<file path="src/rtl/core/rcr_pkg.sv">
// Shared types and constants for the RC-discharge reflectance array reader.
// No dependencies; imported by rcr_step and rc_reflectance_array_reader.
package rcr_pkg;

    localparam int SENSOR_COUNT_DEF = 5;
    localparam int COUNT_WIDTH_DEF  = 16;

    localparam int CHARGE_W  = 8;
    localparam int THRESH_W  = 16;
    localparam int INDEX_W   = 3;
    localparam int LINE_W    = 5;
    localparam int CFG_IDX_W = 2;
    localparam int CFG_DAT_W = 16;

    localparam logic [CHARGE_W-1:0] CHARGE_RESET = 8'd2;
    localparam logic [THRESH_W-1:0] THRESH_RESET = 16'd15;

    typedef enum logic [CFG_IDX_W-1:0] {
        REG_CHARGE_TICKS    = 2'd0,
        REG_BLACK_THRESHOLD = 2'd1
    } rcr_reg_t;

    typedef struct packed {
        logic [INDEX_W-1:0] sensor_index;
        logic               drive_high;
        logic [LINE_W-1:0]  line_bits;
        logic               reading_taken;
        logic               round_done;
    } rcr_result_t;

endpackage

</file>
<file path="src/rtl/core/rc_reflectance_array_reader.sv">
// Top level of the RC-discharge reflectance array reader: configuration
// registers, per-tick state (rcr_step) and the result register. Uses rcr_pkg.
//
//   channel   signals                                          direction
//   in        in_valid, in_stall, pin_level                    tick samples in
//   out       out_valid, out_stall, sensor_index, drive_high,  one result per tick
//             line_bits, reading_taken, round_done
//   cfg       cfg_write, cfg_index, cfg_data                   register writes
//
// One tick is taken per cycle; its result appears in the result register on
// the next cycle. The result register alone sets the rate: a tick is taken
// whenever that register is empty or being emptied in the same cycle.
// Reset clears the counter, selection, stored readings and round flag and
// restores charge_ticks to 2 and black_threshold to 15.
module rc_reflectance_array_reader #(
    parameter int SENSOR_COUNT = rcr_pkg::SENSOR_COUNT_DEF,
    parameter int COUNT_WIDTH  = rcr_pkg::COUNT_WIDTH_DEF
) (
    input  logic                           clk,
    input  logic                           rst_n,
    input  logic                           in_valid,
    output logic                           in_stall,
    input  logic                           pin_level,
    output logic                           out_valid,
    input  logic                           out_stall,
    output logic [rcr_pkg::INDEX_W-1:0]    sensor_index,
    output logic                           drive_high,
    output logic [rcr_pkg::LINE_W-1:0]     line_bits,
    output logic                           reading_taken,
    output logic                           round_done,
    input  logic                           cfg_write,
    input  logic [rcr_pkg::CFG_IDX_W-1:0]  cfg_index,
    input  logic [rcr_pkg::CFG_DAT_W-1:0]  cfg_data
);
    import rcr_pkg::*;

    logic [CHARGE_W-1:0] charge_reg;
    logic [THRESH_W-1:0] thresh_reg;
    logic                out_valid_reg;
    rcr_result_t         result;
    rcr_result_t         result_reg;
    logic                in_fire;

    assign in_stall = out_valid_reg && out_stall;
    assign in_fire  = in_valid && !in_stall;

    always_ff @(posedge clk or negedge rst_n)
    begin
        if (!rst_n)
        begin
            charge_reg <= CHARGE_RESET;
            thresh_reg <= THRESH_RESET;
        end
        else if (cfg_write)
        begin
            unique case (cfg_index)
                REG_CHARGE_TICKS:    charge_reg <= cfg_data[CHARGE_W-1:0];
                REG_BLACK_THRESHOLD: thresh_reg <= cfg_data[THRESH_W-1:0];
                default:             ;
            endcase
        end
    end

    rcr_step #(
        .SENSOR_COUNT (SENSOR_COUNT),
        .COUNT_WIDTH  (COUNT_WIDTH)
    ) u_step (
        .clk             (clk),
        .rst_n           (rst_n),
        .tick_fire       (in_fire),
        .pin_level       (pin_level),
        .charge_ticks    (charge_reg),
        .black_threshold (thresh_reg),
        .result          (result)
    );

    // hold the result until the transfer completes
    always_ff @(posedge clk or negedge rst_n)
    begin
        if (!rst_n)
        begin
            out_valid_reg <= 1'b0;
        end
        else if (in_fire)
        begin
            out_valid_reg <= 1'b1;
        end
        else if (!out_stall)
        begin
            out_valid_reg <= 1'b0;
        end
    end

    always_ff @(posedge clk)
    begin
        if (in_fire)
        begin
            result_reg <= result;
        end
    end

    assign out_valid     = out_valid_reg;
    assign sensor_index  = result_reg.sensor_index;
    assign drive_high    = result_reg.drive_high;
    assign line_bits     = result_reg.line_bits;
    assign reading_taken = result_reg.reading_taken;
    assign round_done    = result_reg.round_done;

endmodule

</file>
<file path="src/rtl/core/rcr_step.sv">
// Per-tick state of the reader: tick counter, charge phase, sensor selection,
// stored readings and round flag. Uses rcr_pkg; result goes to the top level.
module rcr_step #(
    parameter int SENSOR_COUNT = rcr_pkg::SENSOR_COUNT_DEF,
    parameter int COUNT_WIDTH  = rcr_pkg::COUNT_WIDTH_DEF
) (
    input  logic                          clk,
    input  logic                          rst_n,
    input  logic                          tick_fire,
    input  logic                          pin_level,
    input  logic [rcr_pkg::CHARGE_W-1:0]  charge_ticks,
    input  logic [rcr_pkg::THRESH_W-1:0]  black_threshold,
    output rcr_pkg::rcr_result_t          result
);
    import rcr_pkg::*;

    localparam int SEL_W  = (SENSOR_COUNT > 1) ? $clog2(SENSOR_COUNT) : 1;
    localparam int CMP_W  = (COUNT_WIDTH > THRESH_W) ? COUNT_WIDTH : THRESH_W;
    localparam logic [COUNT_WIDTH-1:0] COUNT_MAX = {COUNT_WIDTH{1'b1}};
    localparam logic [SEL_W-1:0]       SEL_LAST  = SEL_W'(SENSOR_COUNT - 1);

    logic [COUNT_WIDTH-1:0] tick_reg, tick_next, tick_inc;
    logic                   charging_reg, charging_next, charging_mid;
    logic [SEL_W-1:0]       sel_reg, sel_next;
    logic [LINE_W-1:0]      bits_reg, bits_next;
    logic                   done_reg, done_next;
    logic                   take, black;
    logic [CMP_W-1:0]       tick_ext, inc_ext, charge_ext, thresh_ext;
    logic [LINE_W:0]        sel_ext;

    always_comb
    begin
        tick_ext   = CMP_W'(tick_reg);
        charge_ext = CMP_W'(charge_ticks);
        thresh_ext = CMP_W'(black_threshold);

        // release to input when the count meets the charge time exactly
        charging_mid = (tick_ext == charge_ext) ? 1'b0 : charging_reg;
        tick_inc     = (tick_reg == COUNT_MAX) ? tick_reg : tick_reg + 1'b1;
        inc_ext      = CMP_W'(tick_inc);

        take  = (inc_ext > charge_ext) && !charging_mid && !pin_level;
        black = inc_ext > thresh_ext;

        sel_ext       = (LINE_W + 1)'(sel_reg);
        tick_next     = tick_inc;
        charging_next = charging_mid;
        sel_next      = sel_reg;
        bits_next     = bits_reg;
        done_next     = done_reg;

        if (take)
        begin
            for (int i = 0; i < LINE_W; i++)
            begin
                if (sel_ext == (LINE_W + 1)'(i))
                begin
                    bits_next[i] = black;
                end
            end
            if (sel_reg == SEL_LAST)
            begin
                sel_next  = '0;
                done_next = 1'b1;
            end
            else
            begin
                sel_next = sel_reg + 1'b1;
            end
            // recharge the next sensor
            tick_next     = '0;
            charging_next = 1'b1;
        end
    end

    always_ff @(posedge clk or negedge rst_n)
    begin
        if (!rst_n)
        begin
            tick_reg     <= '0;
            charging_reg <= 1'b1;
            sel_reg      <= '0;
            bits_reg     <= '0;
            done_reg     <= 1'b0;
        end
        else if (tick_fire)
        begin
            tick_reg     <= tick_next;
            charging_reg <= charging_next;
            sel_reg      <= sel_next;
            bits_reg     <= bits_next;
            done_reg     <= done_next;
        end
    end

    always_comb
    begin
        result.sensor_index  = INDEX_W'(sel_next);
        result.drive_high    = charging_next;
        result.line_bits     = bits_next;
        result.reading_taken = take;
        result.round_done    = done_next;
    end

endmodule

</file>
<file path="config.mk">
export PLATFORM = sky130hd
export DESIGN_NAME = rc_reflectance_array_reader
export DESIGN_NICKNAME = d
export VERILOG_FILES = /design/src/rtl/core/rcr_pkg.sv /design/src/rtl/core/rc_reflectance_array_reader.sv /design/src/rtl/core/rcr_step.sv
export SDC_FILE = /design/constraint.sdc
export NUM_CORES = 1
export LEC_CHECK = 0
export BUFFER_PORTS_ARGS = -buffer_cell sky130_fd_sc_hd__buf_2
export CORE_ASPECT_RATIO = 1.25
export CORE_MARGIN = 2
export CORE_UTILIZATION = 59
export CTS_CLUSTER_DIAMETER = 120
export DETAILED_ROUTE_END_ITERATION = 6
export GPL_TIMING_DRIVEN = 0
export PLACE_DENSITY = 0.79
export SYNTH_ARGS = -nofsm -noshare
export SYNTH_HDL_FRONTEND = slang
export SYNTH_SLANG_ARGS = --single-unit
export TNS_END_PERCENT = 1
</file>
<file path="constraint.sdc">
create_clock -name clk -period 12.1 [get_ports clk]
set_input_delay 1.21 -clock clk [delete_from_list [all_inputs] [get_ports clk]]
set_output_delay 1.21 -clock clk [all_outputs]
set_load 0.01 [all_outputs]
</file>
==> reports/metrics.yaml <==
outcome:
  outcome: "finished clean"
place:
  place_area_um2: 4170
  gp_congestion: 0.910
  dp_cells: 508
  hpwl_mm: 6.27
  portBuffers: 36
power_and_ir_drop:
  pwr_density_cell_nw_per_um2: 158
  vdd_drop_max_mv: 0.105
  p_leak_nw: 2.01
timing:
  fin_skew_ns: 0.0107
  tns_ns: 0
  slew_headroom_pct: 24.0
  setup_viol: 0
  hold_viol_final: 0
  period_needed_ns: 4.59
  clock.fmax_mhz: 218
  drv_slew: 0
  rsz0062_at_grt: "false"
  holdWs_ns: 0.467
  timing_worst_slew_pin_value_ns: 1.14
  period_share_pct: 38.0
yosys:
  synth_adder_area_share_pct: 9.02
  ys.flop_type: "dfrtp_1"
  synthXorXnorAreaFrac_pct: 5.19
  synth_edf_count: 11
  synth_top_area_cell: "dfrtp_1"
  synth_top_area_share_pct: 29.0
  synth.most_common_cell: "dfrtp_1"
  synthCells: 385
  syn_area_um2: 3880
  ys_types: 54
  synth.top_cells.by_count: "dfrtp_1, nand2_1, inv_1, mux2_2, ha_1"
  netlist_top_cells_area: "dfrtp_1, mux2_2, ha_1"
  synth_fp_nets: 437
  synth_top_family_by_area: "simple AND/OR/NAND/NOR gates"
  ys_ff_latch: 62
  synth_simple_gate_area_share_pct: 17.4
  synthMuxAreaShare_pct: 10.1
  synth.avg_cell_area_um2: 10.1
  yosys_warnings: 0
  ys_seq_area_share_pct: 41.6
  synth-compound-area-share_pct: 11.1
  async_reset_ff_share_pct: 82.3
cells_and_area:
  antennaDiodeCount: 0
  area_delta_synth_final_pct: 12.3
  drive_gt1_share_pct: 24.7
  multiInputGateArea_um2: 2050
  fin_cells: 524
  fillers: 516
  final_nets: 484
  final-seq-area_um2: 1610
  fin_area_um2: 4360
  fin_util_pct: 67.3
clocking:
  clk_path_buf_depth: 2
  cts.sinks: 62
  cts_setup_buffers: 0
  clkTransAtPathRegs_ns: 0.07
  root_buffer: "clkbuf_8"
  hold_buffers: 0
  cts_tree: "done"
  ctsResizeCount: 0
  numCtsBuffers: 9
  clk_latency_ns: 0.35
  htree_levels: 3
global_routing:
  grt.overflow.total: 0
  grt_use_total_pct: 25.2
  grt_pass1_wl_mm: 14.2
  grt_start_max_net_pins: 52
  grt_pass1_vias: 2985
  grt_antenna_before_repair: 0
die:
  fp.dieW_um: 76.6
  pin_count: 37
  start_util_pct: 59.9
  die_y_um: 94.7
  rows: 33
  die_area_um2: 7250
  core_um2: 6480
critical_path:
  crit_arrival_ns: 4.84
  start_kind: "register"
  r2r_cells: 15
  crit_path_max_fanout: 10
  required_ns: 12.35
  criticalPathCategory: "reg2reg"
  crit_chain: "buf_2, and4_1, nand3_1, or3_1, nand4_1, nor2_1, xor2_1, ha_1, nand4_1, or2_2, or3_1, a32o_1, nor3_1, o21ai_1, o32ai_1"
  critPathSlowestCell: "nor3_1"
  end_kind: "register"
  critical_path.max_stage_delay_ns: 0.45
drt:
  dr.pass1.iters: 4
  wire_per_inst_um: 16.3
  vias: 3050
  drtIter0Drc: 215
  drc: 0
  final_antenna_net_count: 0
  viasPerCell: 5.82
  drt_wl_total_mm: 8.53
hold_path:
  min_delay_path_depth: 1
  hold_path_class: "reg2reg"
flow_run:
  cap_violations: 0
## kinds of logic (layout without fill, tap and decap cells)
group,count (synthesis),in the layout
adder cells (fa/ha/maj),28,28
flip-flops,62,62
AND/OR/NAND/NOR,122,122
multiplexers,35,35
XOR/XNOR,23,23
buffers and inverters,51,103
AO/OA/AOI/OAI,64,64
## area by class of cell
type	count	share of cell area, %
Buffer	18	2.21
Clock buffer	14	3.50
Sequential cell	62	37.0
Multi-Input combinational cell	272	47.0
Clock inverter	2	0.803
Timing Repair Buffer	36	4.13
Inverter	33	2.84
Tap cell	87	2.50
## critical path, delay by kind of cell, from the launching register on
kind / cells / cell delay, ns
and+or+nand+nor: 9 / 2.45
xor gates and xnor gates: 1 / 0.19
DFF: 1 / 0.36
AOI/OAI and AO/OA: 3 / 0.94
buffers and inverters: 1 / 0.23
adders and majority gates: 1 / 0.33
## cells in the final DEF, fill, tap and decap left out, drive strengths merged, types with 4 or more instances in the layout
cell type | Yosys | final
xnor2 | 17 | 17
nand4 | 18 | 18
o21ai | 23 | 23
xor2 | 6 | 6
dfrtp | 45 | 45
nand3 | 18 | 18
nor4 | 9 | 9
inv | 33 | 33
clkbuf | 7 | 21
a22o | 4 | 4
nor3 | 6 | 6
a21oi | 11 | 11
edfxtp | 11 | 11
nor2 | 10 | 10
dfstp | 6 | 6
o32ai | 4 | 4
nand2 | 39 | 39
mux2 | 33 | 33
and3 | 6 | 6
buf | 11 | 47
ha | 28 | 28
## final timing paths
| check | slack (ns) | start | end |
|---|---|---|---|
| min | 0.47 | u_step.done_reg$_DFFE_PN0P_ | u_step.done_reg$_DFFE_PN0P_ |
| min reg2reg | 0.47 | u_step.done_reg$_DFFE_PN0P_ | u_step.done_reg$_DFFE_PN0P_ |
| min in group asynchronous | 1.07 | rst_n | thresh_reg[5]$_DFFE_PN0P_ |
| max in group asynchronous | 10.31 | rst_n | u_step.tick_ext[11]$_DFFE_PN0P_ |
| max | 7.51 | u_step.tick_ext[13]$_DFFE_PN0P_ | u_step.tick_ext[9]$_DFFE_PN0P_ |
| max reg2reg | 7.51 | u_step.tick_ext[13]$_DFFE_PN0P_ | u_step.tick_ext[9]$_DFFE_PN0P_ |
## layer usage
metal  vias to the layer above  global-route usage (%)  part of all wire [%]  routed length, um
met3                        17                    4.78                   5.2                443
met4                         0                    10.9                   2.2                187
met2                       100                    41.8                    49               4160
li1                       1480                       -                     -                  -
met5                         -                       0                     0                  0
met1                      1453                    32.4                    44               3740
## power by group
part | switching (mW) | leakage [nW] | total [mW] | internal, mW
Combinational | 0.142 | 1.17 | 0.243 | 0.101
Sequential | 0.0207 | 0.741 | 0.268 | 0.248
Clock | 0.0785 | 0.0947 | 0.179 | 0.101
## per-stage QoR
step / setup slack (ns) / power, mW
6_report: 7.51 / 0.691
5_1_grt: 7.28 / 0.735
4_1_cts: 7.57 / 0.693
3_3_place_gp: 7.61 / 0.500
2_1_floorplan: 8.06 / 0.447
3_5_place_dp: 7.60 / 0.512
No activity file was read; power rests on OpenSTA's default activity.
